<file path="src/sv/assert_macros.svh">
// Assertion helpers used by distinct_window_max_sum.sv.
`ifndef ASSERT_MACROS_SVH
`define ASSERT_MACROS_SVH

// Check on clk, switched off while rst_n is low.
`define DWMS_ASSERT(lbl, prop, msg) \
  lbl: assert property (@(posedge clk) disable iff (!rst_n) (prop)) \
    else $error(msg);

// Same check with the clock and reset named by the caller.
`define DWMS_ASSERT_CLK(lbl, ck, rn, prop, msg) \
  lbl: assert property (@(posedge ck) disable iff (!rn) (prop)) \
    else $error(msg);

`endif

</file>
<file path="src/sv/dwms_pkg.sv">
package dwms_pkg;

  // Sizing of the design
  localparam int WINDOW_MAX = 64;
  localparam int VALUE_BITS = 16;

  // Fixed field widths of the channels
  localparam int VALUE_W   = 16;
  localparam int SUM_W     = 22;
  localparam int CFG_LEN_W = 7;

  // Derived widths
  localparam int EFF_LEN_W = $clog2(WINDOW_MAX + 1);
  localparam int PTR_W     = (WINDOW_MAX > 1) ? $clog2(WINDOW_MAX) : 1;
  localparam int CNT_W     = $clog2(WINDOW_MAX + 2);
  localparam int POS_W     = 32;
  localparam int RAW_ACC_W = VALUE_BITS + $clog2(WINDOW_MAX);
  localparam int ACC_W     = (RAW_ACC_W > SUM_W) ? RAW_ACC_W : SUM_W;
  localparam int LEN_CMP_W = (CFG_LEN_W > EFF_LEN_W) ? CFG_LEN_W : EFF_LEN_W;

  // Configuration port
  localparam int CFG_ADDR_W = 3;
  localparam int CFG_DATA_W = 32;
  localparam logic [0:0] REG_WINDOW_LEN = 1'b0;
  localparam logic [CFG_LEN_W-1:0] WINDOW_LEN_RESET = CFG_LEN_W'(1);

  typedef struct packed {
    logic [VALUE_W-1:0] value;
    logic               first;
  } in_data_t;

  typedef struct packed {
    logic [SUM_W-1:0] window_sum;
    logic             window_ok;
    logic [SUM_W-1:0] best_sum;
  } out_data_t;

endpackage

</file>
<file path="src/sv/dwms_regs.sv">
// Configuration registers behind the APB-style port.
module dwms_regs (
  input  logic                                clk,
  input  logic                                rst_n,
  input  logic                                psel,
  input  logic                                penable,
  input  logic                                pwrite,
  input  logic [dwms_pkg::CFG_ADDR_W-1:0]     paddr,
  input  logic [dwms_pkg::CFG_DATA_W-1:0]     pwdata,
  output logic [dwms_pkg::CFG_DATA_W-1:0]     prdata,
  output logic                                pready,
  output logic [dwms_pkg::EFF_LEN_W-1:0]      eff_len
);

  logic [dwms_pkg::CFG_LEN_W-1:0] win_len_r;
  logic [dwms_pkg::LEN_CMP_W-1:0] len_ext;
  logic                           sel_len;

  assign sel_len = (paddr[2] == dwms_pkg::REG_WINDOW_LEN);
  assign pready  = 1'b1;

  // window length register
  always_ff @(posedge clk) begin
    if (!rst_n) begin
      win_len_r <= dwms_pkg::WINDOW_LEN_RESET;
    end else if (psel && penable && pwrite && sel_len) begin
      win_len_r <= pwdata[dwms_pkg::CFG_LEN_W-1:0];
    end
  end

  assign prdata = sel_len ? dwms_pkg::CFG_DATA_W'(win_len_r) : '0;

  // length in force: zero acts as one, oversize clamps to the window depth
  assign len_ext = dwms_pkg::LEN_CMP_W'(win_len_r);

  always_comb begin
    priority if (len_ext == '0) begin
      eff_len = dwms_pkg::EFF_LEN_W'(1);
    end else if (len_ext > dwms_pkg::LEN_CMP_W'(dwms_pkg::WINDOW_MAX)) begin
      eff_len = dwms_pkg::EFF_LEN_W'(dwms_pkg::WINDOW_MAX);
    end else begin
      eff_len = dwms_pkg::EFF_LEN_W'(len_ext);
    end
  end

endmodule

</file>
<file path="config.mk">
export PLATFORM = sky130hd
export DESIGN_NAME = dwms_regs
export DESIGN_NICKNAME = d
export VERILOG_FILES = /design/src/sv/assert_macros.svh /design/src/sv/dwms_pkg.sv /design/src/sv/dwms_regs.sv
export SDC_FILE = /design/constraint.sdc
export NUM_CORES = 1
export LEC_CHECK = 0
export BUFFER_PORTS_ARGS = -buffer_cell sky130_fd_sc_hd__buf_2
export CAP_MARGIN = 20
export CELL_PAD_IN_SITES_DETAIL_PLACEMENT = 1
export CELL_PAD_IN_SITES_GLOBAL_PLACEMENT = 1
export CORE_MARGIN = 2
export CORE_UTILIZATION = 19
export DETAILED_ROUTE_END_ITERATION = 6
export HOLD_SLACK_MARGIN = 0.08
export MAX_ROUTING_LAYER = met4
export PLACE_DENSITY_LB_ADDON = 0.1
export SYNTH_ARGS = -nofsm -noshare
export SYNTH_HDL_FRONTEND = slang
export SYNTH_SLANG_ARGS = --single-unit
</file>
<file path="constraint.sdc">
create_clock -name clk -period 1.1 [get_ports clk]
set_input_delay 0.055 -clock clk [delete_from_list [all_inputs] [get_ports clk]]
set_output_delay 0.055 -clock clk [all_outputs]
set_load 0.1 [all_outputs]
</file>
After elaboration in Yosys (flattened, before gate mapping)
Index checks and enable logic that the tools add are counted.

operators by class
  magnitude comparators = 1
  multiplexer cells = 3
  reductions and logical operators = 4
  bitwise operators = 1

operator list
  operator                                    number
  2-to-1 mux 7 bit                            3
  > comparator 7 bit (second input constant)  1
  zero test 7 bit                             1
  logical AND 1 bit                           3
  inverter 1 bit                              1

word-level totals
  bits of input ports = 40
  output and inout bits = 40
  word-level logic and storage cells = 10
  flip-flop bits (word level) = 7

Longest topological paths before layout
Gate-level depths: netlist of run 1.

  depth in word-level cells = 3
  gate-level depth with buffers = 3
  gate-level depth less buffers = 2

Worst setup path after synthesis of run 1
OpenSTA, ideal clock, no wires.

  kind = reg-to-output
  from = reg win_len_r, in the netlist len_ext[1]
  to = out eff_len[0] in the netlist's numbering
  setup slack = -1.333 ns
  arrival time = 2.378 ns
  path buffers = 0
  cell stages (with the launch flop) = 3
  data required time = 1.045 ns
  cells stage by stage = dfxtp_1 > or3_1 > o41ai_2

between the ends
  cells in the longest elaborated chain, start to end = 3
  elaborated cells on any way between the ends = 4
  classes of those cells = order compare (1); mux (2); reduce/logical (1)

ends and longest elaborated chain
  what                      RTL line         RTL
  start: declaration        dwms_regs.sv:15  logic [dwms_pkg::CFG_LEN_W-1:0] win_len_r;
  start signal: assignment  dwms_regs.sv:25  win_len_r <= dwms_pkg::WINDOW_LEN_RESET;
  start signal: assignment  dwms_regs.sv:27  win_len_r <= pwdata[dwms_pkg::CFG_LEN_W-1:0];
  > comparator 7 bit        dwms_regs.sv:39  end else if (len_ext > dwms_pkg::LEN_CMP_W'(dwms_pkg::WINDOW_MAX)) begin
  2-to-1 mux 7 bit          dwms_regs.sv:39
  2-to-1 mux 7 bit *        dwms_regs.sv:37  priority if (len_ext == '0) begin
  end: declaration          dwms_regs.sv:12  output logic [dwms_pkg::EFF_LEN_W-1:0] eff_len

Every way passes the cells marked *; elsewhere a longest branch is shown, timed or not.

Worst setup path after layout of run 1
Same ends and word-level chain as after synthesis.

==> results of run 1 <==
final cells by class:
type / count / share of cell area [%]
timing repair buffer: 43 / 44.91
multi-input combinational: 63 / 35.16
sequential: 7 / 12.86
tap: 44 / 4.716
clock buffer: 3 / 1.929
clock inverter: 1 / 0.4287
cell families after synthesis:
logic type,Yosys count,share of synthesized area [%]
AO/OA/AOI/OAI,1,2.622
buffers and inverters,29,34.48
flip-flops,7,22.58
multiplexers,7,11.29
other,2,1.210
AND/OR/NAND/NOR,29,27.82
worst paths after layout:
path	startpoint	endpoint	slack (ns)	cells after the start
worst max-delay path	len_ext[1]$_SDFFE_PN0P_	eff_len[0]	-0.41	3
worst min-delay path	rst_n	len_ext[6]$_SDFFE_PN0P_	0.17	3
worst max register to register	len_ext[6]$_SDFFE_PN0P_	len_ext[6]$_SDFFE_PN0P_	0.29	3
worst min register to register	len_ext[4]$_SDFFE_PN0P_	len_ext[4]$_SDFFE_PN0P_	0.50	2
what timing repair did:
item	4_1_cts	5_1_grt
hold endpoints to repair	7	0
gates resized for setup	18	5
pin swaps	0	0
setup endpoints to repair	11	11
buffers inserted	0	3
hold buffers	7	0
layer usage:
metal / wire length [um] / vias up / global-route usage [%]
met1: 566 / 240 / 9.620
met4: 14 / 0 / 3.727
met2: 685 / 35 / 13.37
met3: 161 / 2 / 2.731
met5: 0 / - / -
li1: - / 265 / -
worst register-to-register path, stage by stage, from the launching register on:
cell	delay (ns)
dfxtp_4	0.43
buf_6	0.15
nand2_1	0.05
mux2i_1	0.11
placed cells by master, fill, tap and decap left out:
cell,count
and2b_2,7
and4b_1,1
buf_12,15
buf_2,12
buf_4,2
buf_6,7
clkbuf_4,3
clkinv_2,1
conb_1,26
dfxtp_1,1
dfxtp_2,5
dfxtp_4,1
dlygate4sd3_1,7
mux2i_1,7
nand2_1,12
nand2b_1,1
nor2b_1,2
nor2b_4,5
o41ai_4,1
or3_4,1
report_power, final:
group	internal [mW]	switching (mW)
sequential	0.258	0.00786
combinational	0.110	0.506
clock	0.133	0.0948
total	0.501	0.609
==> flow_results.xml, run 1 <==
<?xml version="1.0" encoding="UTF-8"?>
<metrics>
  <group name="cts">
    <metric name="clock_latency" unit="ns">0.25</metric>
    <metric name="root_buffer" unit="">clkbuf_4</metric>
    <metric name="clock_tree.buffer_depth" unit="">2</metric>
    <metric name="cts_num_sinks" unit="">7</metric>
    <metric name="clk_pin_slew" unit="ns">0.06</metric>
    <metric name="cts-buffers-inserted" unit="">3</metric>
    <metric name="tritoncts" unit="">built</metric>
    <metric name="htreeDepth" unit="">1</metric>
  </group>
  <group name="finish">
    <metric name="antenna_cells" unit="">0</metric>
    <metric name="multi_input_area" unit="um^2">410.4</metric>
    <metric name="finish.utilization" unit="%">37.93</metric>
    <metric name="post-route-cell-area" unit="um^2">1167</metric>
    <metric name="post_layout_nonfiller_instances" unit="">161</metric>
    <metric name="finish.net_count" unit="">158</metric>
    <metric name="fillers" unit="">370</metric>
    <metric name="largest_register_ffs" unit="">7</metric>
    <metric name="sequential_standard_cell_area" unit="um^2">150.1</metric>
    <metric name="areaGrowthSynthToFinish" unit="%">88.10</metric>
    <metric name="final_layout_size_suffix_gt1_share" unit="%">51.28</metric>
  </group>
  <group name="logic_synthesis">
    <metric name="yosysTopAreaCellShare" unit="%">31.45</metric>
    <metric name="ys_seq_area_share" unit="%">22.58</metric>
    <metric name="synth_cells" unit="">75</metric>
    <metric name="ys_dominant_reg_cell" unit="">dfxtp_1</metric>
    <metric name="post_synth_main_area_contributors" unit="">buf_4 31%, dfxtp_1 23%, mux2i_1 11%</metric>
    <metric name="yosysUniqueCellTypes" unit="">13</metric>
    <metric name="synth_edf_count" unit="">0</metric>
    <metric name="cell_area_after_technology_mapping" unit="um^2">620.6</metric>
    <metric name="synth.largest_area_cell" unit="">buf_4</metric>
    <metric name="yosysMostFrequentCell" unit="">buf_4</metric>
    <metric name="synth.ff_latch_count" unit="">7</metric>
    <metric name="postSynth.asyncResetShare" unit="%">0</metric>
    <metric name="yosys_warnings" unit="">0</metric>
    <metric name="post_synth_most_frequent_cells" unit="">26 x buf_4, 12 x nand2_1</metric>
    <metric name="post_synth.cell_area_avg" unit="um^2">8.275</metric>
  </group>
  <group name="sta">
    <metric name="final_slew_viol_count" unit="">0</metric>
    <metric name="timing.final.hold_violations" unit="">0</metric>
    <metric name="finalWorstSetupSlack" unit="ns">-0.4103</metric>
    <metric name="clock.fmax" unit="GHz">0.6621</metric>
    <metric name="worst_skew" unit="ns">0</metric>
    <metric name="grt_setup_unrepaired" unit="">true</metric>
    <metric name="final.hold.worst_slack" unit="ns">0.1653</metric>
    <metric name="timing.final.setup_violations" unit="">9</metric>
    <metric name="setup-tns-final" unit="ns">-0.7625</metric>
    <metric name="timing.final.crit_share" unit="%">137.3</metric>
    <metric name="min_period" unit="ns">1.510</metric>
  </group>
  <group name="global_route">
    <metric name="first_pass_grt_wire_length" unit="mm">2.194</metric>
    <metric name="residual_overflow_from_global_routing" unit="">0</metric>
    <metric name="antenna_found_initial" unit="">0</metric>
    <metric name="groute.usage.overall" unit="%">8.415</metric>
    <metric name="vias_in_the_first_global_route" unit="">500</metric>
    <metric name="grt_max_degree" unit="">15</metric>
  </group>
  <group name="worst_setup_path">
    <metric name="series_of_cell_instances_along_the_critical_path" unit="">or3_4, o41ai_4, buf_12</metric>
    <metric name="worst_ep_required_time" unit="ns">1.04</metric>
    <metric name="critical_path_arrival" unit="ns">1.46</metric>
    <metric name="worstPathMaxFanout" unit="">2</metric>
    <metric name="critical_path.max_stage_delay" unit="ns">0.38</metric>
    <metric name="worst_path_dominant_cell_family" unit="">simple AND/OR/NAND/NOR gates</metric>
    <metric name="crit_slowest_cell" unit="">or3_4</metric>
    <metric name="timing.critical_path.to_type" unit="">output pin</metric>
    <metric name="critical_path.n_buffers_inverters" unit="">1</metric>
    <metric name="path_class" unit="">flip-flop to output pin</metric>
    <metric name="kind_of_launch_point_of_the_worst_setup_path" unit="">flip-flop</metric>
  </group>
  <group name="pwr">
    <metric name="leakagePower" unit="nW">0.5474</metric>
    <metric name="power.density" unit="nW/um^2">950.6</metric>
    <metric name="design_power_total" unit="mW">1.110</metric>
    <metric name="power.ir.vdd_worst" unit="V">0.0003380</metric>
  </group>
  <group name="place">
    <metric name="dpl_cell_area" unit="um^2">983.4</metric>
    <metric name="placedCellCount" unit="">148</metric>
    <metric name="post_place_worst_slack" unit="ns">-0.1694</metric>
    <metric name="port_buffer_count" unit="">26</metric>
    <metric name="detailedPlacementHpwl" unit="mm">1.178</metric>
    <metric name="gp_congestion" unit="">0.7179</metric>
  </group>
  <group name="min_path">
    <metric name="timing.hold.worst.class" unit="">primary input to flip-flop</metric>
  </group>
  <group name="detailed_routing">
    <metric name="drtPass1Iterations" unit="">2</metric>
    <metric name="route.vias.total" unit="">542</metric>
    <metric name="remaining_drc_errors" unit="">0</metric>
    <metric name="drt_iter0_drc" unit="">8</metric>
    <metric name="antenna_left" unit="">0</metric>
    <metric name="vias_per_cell" unit="">3.366</metric>
    <metric name="wl_per_cell" unit="um">8.863</metric>
    <metric name="finalWirelength" unit="mm">1.427</metric>
  </group>
  <group name="die">
    <metric name="initial_core_util" unit="%">20.16</metric>
    <metric name="die-width" unit="um">61.15</metric>
    <metric name="placement_rows" unit="">20</metric>
    <metric name="floorplan_core_area" unit="um^2">3078</metric>
    <metric name="die-height" unit="um">61.15</metric>
    <metric name="area_of_the_die" unit="um^2">3739</metric>
    <metric name="pin_count" unit="">80</metric>
  </group>
  <group name="outcome">
    <metric name="violations_in_the_final_reports" unit="">setup timing</metric>
    <metric name="run_status" unit="">finished, violations left</metric>
  </group>
  <group name="run">
    <metric name="cap_violations" unit="">0</metric>
  </group>
</metrics>
Power figures use the tool's default switching activity.
==> inputs of run 2 (changes only) <==
Settings changed: REMOVE_ABC_BUFFERS set to 1.
==> flow_results.xml, run 2 (synthesis results as in run 1) <==
<?xml version="1.0" encoding="UTF-8"?>
<metrics>
  <group name="sta">
    <metric name="final.hold.worst_slack" unit="ns">0.1653</metric>
    <metric name="grt_setup_unrepaired" unit="">true</metric>
    <metric name="timing.final.hold_violations" unit="">0</metric>
    <metric name="timing.final.crit_share" unit="%">139.3</metric>
    <metric name="final_slew_viol_count" unit="">0</metric>
    <metric name="finalWorstSetupSlack" unit="ns">-0.4328</metric>
    <metric name="clock.fmax" unit="GHz">0.6524</metric>
    <metric name="min_period" unit="ns">1.533</metric>
    <metric name="timing.final.setup_violations" unit="">10</metric>
    <metric name="worst_skew" unit="ns">0</metric>
  </group>
  <group name="detailed_routing">
    <metric name="drt_iter0_drc" unit="">11</metric>
    <metric name="route.vias.total" unit="">549</metric>
    <metric name="antenna_left" unit="">0</metric>
    <metric name="remaining_drc_errors" unit="">0</metric>
    <metric name="wl_per_cell" unit="um">9.739</metric>
    <metric name="vias_per_cell" unit="">3.410</metric>
    <metric name="finalWirelength" unit="mm">1.568</metric>
    <metric name="drtPass1Iterations" unit="">4</metric>
  </group>
  <group name="die">
    <metric name="die-height" unit="um">61.15</metric>
    <metric name="die-width" unit="um">61.15</metric>
    <metric name="area_of_the_die" unit="um^2">3739</metric>
    <metric name="pin_count" unit="">80</metric>
    <metric name="floorplan_core_area" unit="um^2">3078</metric>
    <metric name="initial_core_util" unit="%">20.16</metric>
    <metric name="placement_rows" unit="">20</metric>
  </group>
  <group name="cts">
    <metric name="clock_latency" unit="ns">0.26</metric>
    <metric name="cts-buffers-inserted" unit="">3</metric>
    <metric name="tritoncts" unit="">built</metric>
    <metric name="clk_pin_slew" unit="ns">0.06</metric>
    <metric name="cts_num_sinks" unit="">7</metric>
    <metric name="root_buffer" unit="">clkbuf_4</metric>
    <metric name="htreeDepth" unit="">1</metric>
    <metric name="clock_tree.buffer_depth" unit="">2</metric>
  </group>
  <group name="outcome">
    <metric name="violations_in_the_final_reports" unit="">setup timing</metric>
    <metric name="run_status" unit="">finished, violations left</metric>
  </group>
  <group name="worst_setup_path">
    <metric name="worst_ep_required_time" unit="ns">1.04</metric>
    <metric name="reg2reg_to" unit="">len_ext[6]$_SDFFE_PN0P_</metric>
    <metric name="worstPathMaxFanout" unit="">2</metric>
    <metric name="ff2ff_path_depth" unit="">4</metric>
    <metric name="regToRegStartpoint" unit="">len_ext[6]$_SDFFE_PN0P_</metric>
    <metric name="path_class" unit="">flip-flop to output pin</metric>
    <metric name="reg2reg_slack" unit="ns">0.27</metric>
    <metric name="timing.critical_path.to_type" unit="">output pin</metric>
    <metric name="critical_path_arrival" unit="ns">1.48</metric>
    <metric name="kind_of_launch_point_of_the_worst_setup_path" unit="">flip-flop</metric>
    <metric name="critical_path.n_buffers_inverters" unit="">2</metric>
    <metric name="worst_path_dominant_cell_family" unit="">simple AND/OR/NAND/NOR gates</metric>
    <metric name="series_of_cell_instances_along_the_critical_path" unit="">or3_4, o41ai_2, buf_4, buf_12</metric>
    <metric name="critical_path.max_stage_delay" unit="ns">0.38</metric>
    <metric name="crit_slowest_cell" unit="">or3_4</metric>
  </group>
  <group name="min_path">
    <metric name="min-delay-start" unit="">rst_n</metric>
    <metric name="timing.hold.worst.class" unit="">primary input to flip-flop</metric>
    <metric name="min_delay_worst_endpoint" unit="">len_ext[6]$_SDFFE_PN0P_</metric>
    <metric name="min_delay_path_depth" unit="">3</metric>
  </group>
  <group name="finish">
    <metric name="areaGrowthSynthToFinish" unit="%">83.27</metric>
    <metric name="post-route-cell-area" unit="um^2">1137</metric>
    <metric name="layout.cells.most_common_list" unit="">26 x conb_1, 14 x buf_12, 12 x nand2_1, 12 x buf_2</metric>
    <metric name="largest_register_ffs" unit="">7</metric>
    <metric name="fillers" unit="">363</metric>
    <metric name="finish.net_count" unit="">158</metric>
    <metric name="final_layout_size_suffix_gt1_share" unit="%">49.57</metric>
    <metric name="commonest_non_fill_non_tap_cell_in_the_layout" unit="">conb_1</metric>
    <metric name="antenna_cells" unit="">0</metric>
  </group>
  <group name="place">
    <metric name="detailedPlacementHpwl" unit="mm">1.202</metric>
    <metric name="dpl_cell_area" unit="um^2">952.2</metric>
    <metric name="port_buffer_count" unit="">26</metric>
    <metric name="gp_congestion" unit="">0.6135</metric>
  </group>
  <group name="global_route">
    <metric name="first_pass_grt_wire_length" unit="mm">2.394</metric>
    <metric name="grt_max_degree" unit="">15</metric>
    <metric name="residual_overflow_from_global_routing" unit="">0</metric>
    <metric name="groute.usage.overall" unit="%">9.844</metric>
    <metric name="antenna_found_initial" unit="">0</metric>
    <metric name="vias_in_the_first_global_route" unit="">531</metric>
  </group>
  <group name="pwr">
    <metric name="leakagePower" unit="nW">0.5328</metric>
    <metric name="power.density" unit="nW/um^2">988.6</metric>
    <metric name="power.ir.vdd_worst" unit="V">0.0004310</metric>
  </group>
  <group name="run">
    <metric name="cap_violations" unit="">0</metric>
  </group>
</metrics>
-- run 2: how the worst max path moves through the flow --
stage	startpoint	endpoint	slack, ns	cells past startpoint
after detailed placement	len_ext[1]$_SDFFE_PN0P_	eff_len[0]	-0.18	4
final	len_ext[1]$_SDFFE_PN0P_	eff_len[0]	-0.43	4
after global placement	len_ext[1]$_SDFFE_PN0P_	eff_len[0]	-0.19	4
after global routing	len_ext[1]$_SDFFE_PN0P_	eff_len[0]	-0.53	4
after floorplan	len_ext[6]$_SDFFE_PN0P_	eff_len[0]	-1.62	1
after CTS	len_ext[1]$_SDFFE_PN0P_	eff_len[0]	-0.46	4
-- run 2: where the power goes --
part	switching [mW]	internal (mW)	total, mW
Clock	0.105	0.139	0.244
Combinational	0.509	0.108	0.617
Sequential	0.00516	0.258	0.263
-- run 2: area by class of cell --
type	count	area, um^2	share of cell area, %
Sequential cell	7	148.9	13.09
Timing Repair Buffer	43	508.0	44.66
Tap cell	44	55.05	4.840
Multi-Input combinational cell	63	399.1	35.09
Clock buffer	4	26.28	2.310
-- run 2: metal layers --
layer | share of wire (%) | GRT usage [%]
met5 | 0 | -
met2 | 47 | 14.44
met4 | 2.0 | 5.590
met1 | 43 | 11.79
met3 | 8.3 | 3.151
-- run 2: metrics by stage --
| stage | cells | setup TNS (ns) | power (mW) | worst slack, ns | utilization (%) |
|---|---|---|---|---|---|
| finish | 161 | -0.7188 | 1.124 | -0.4328 | 36.95 |
| global route | 161 | -1.338 | 1.186 | -0.5305 | 36.95 |
| CTS | 161 | -1.039 | 1.142 | -0.4573 | 36.87 |
| detailed placement | 148 | -0.1757 | 0.8527 | -0.1757 | 30.94 |
| global placement | 148 | -0.1855 | 0.8522 | -0.1855 | 30.94 |
| floorplan | 70 | -8.331 | 0.7577 | -1.621 | - |
-- run 2: tightest hold or removal path, stage by stage --
cell	delay (ns)
buf_2	0.18
nand2_1	0.09
mux2i_1	0.05
-- run 2: repair_timing --
action | 4_1_cts | 5_1_grt
hold buffers | 7 | 0
endpoints found under the setup margin | 10 | 13
endpoints found under the hold margin | 7 | 0
setup buffers | 3 | 2
gates resized for setup | 21 | 4
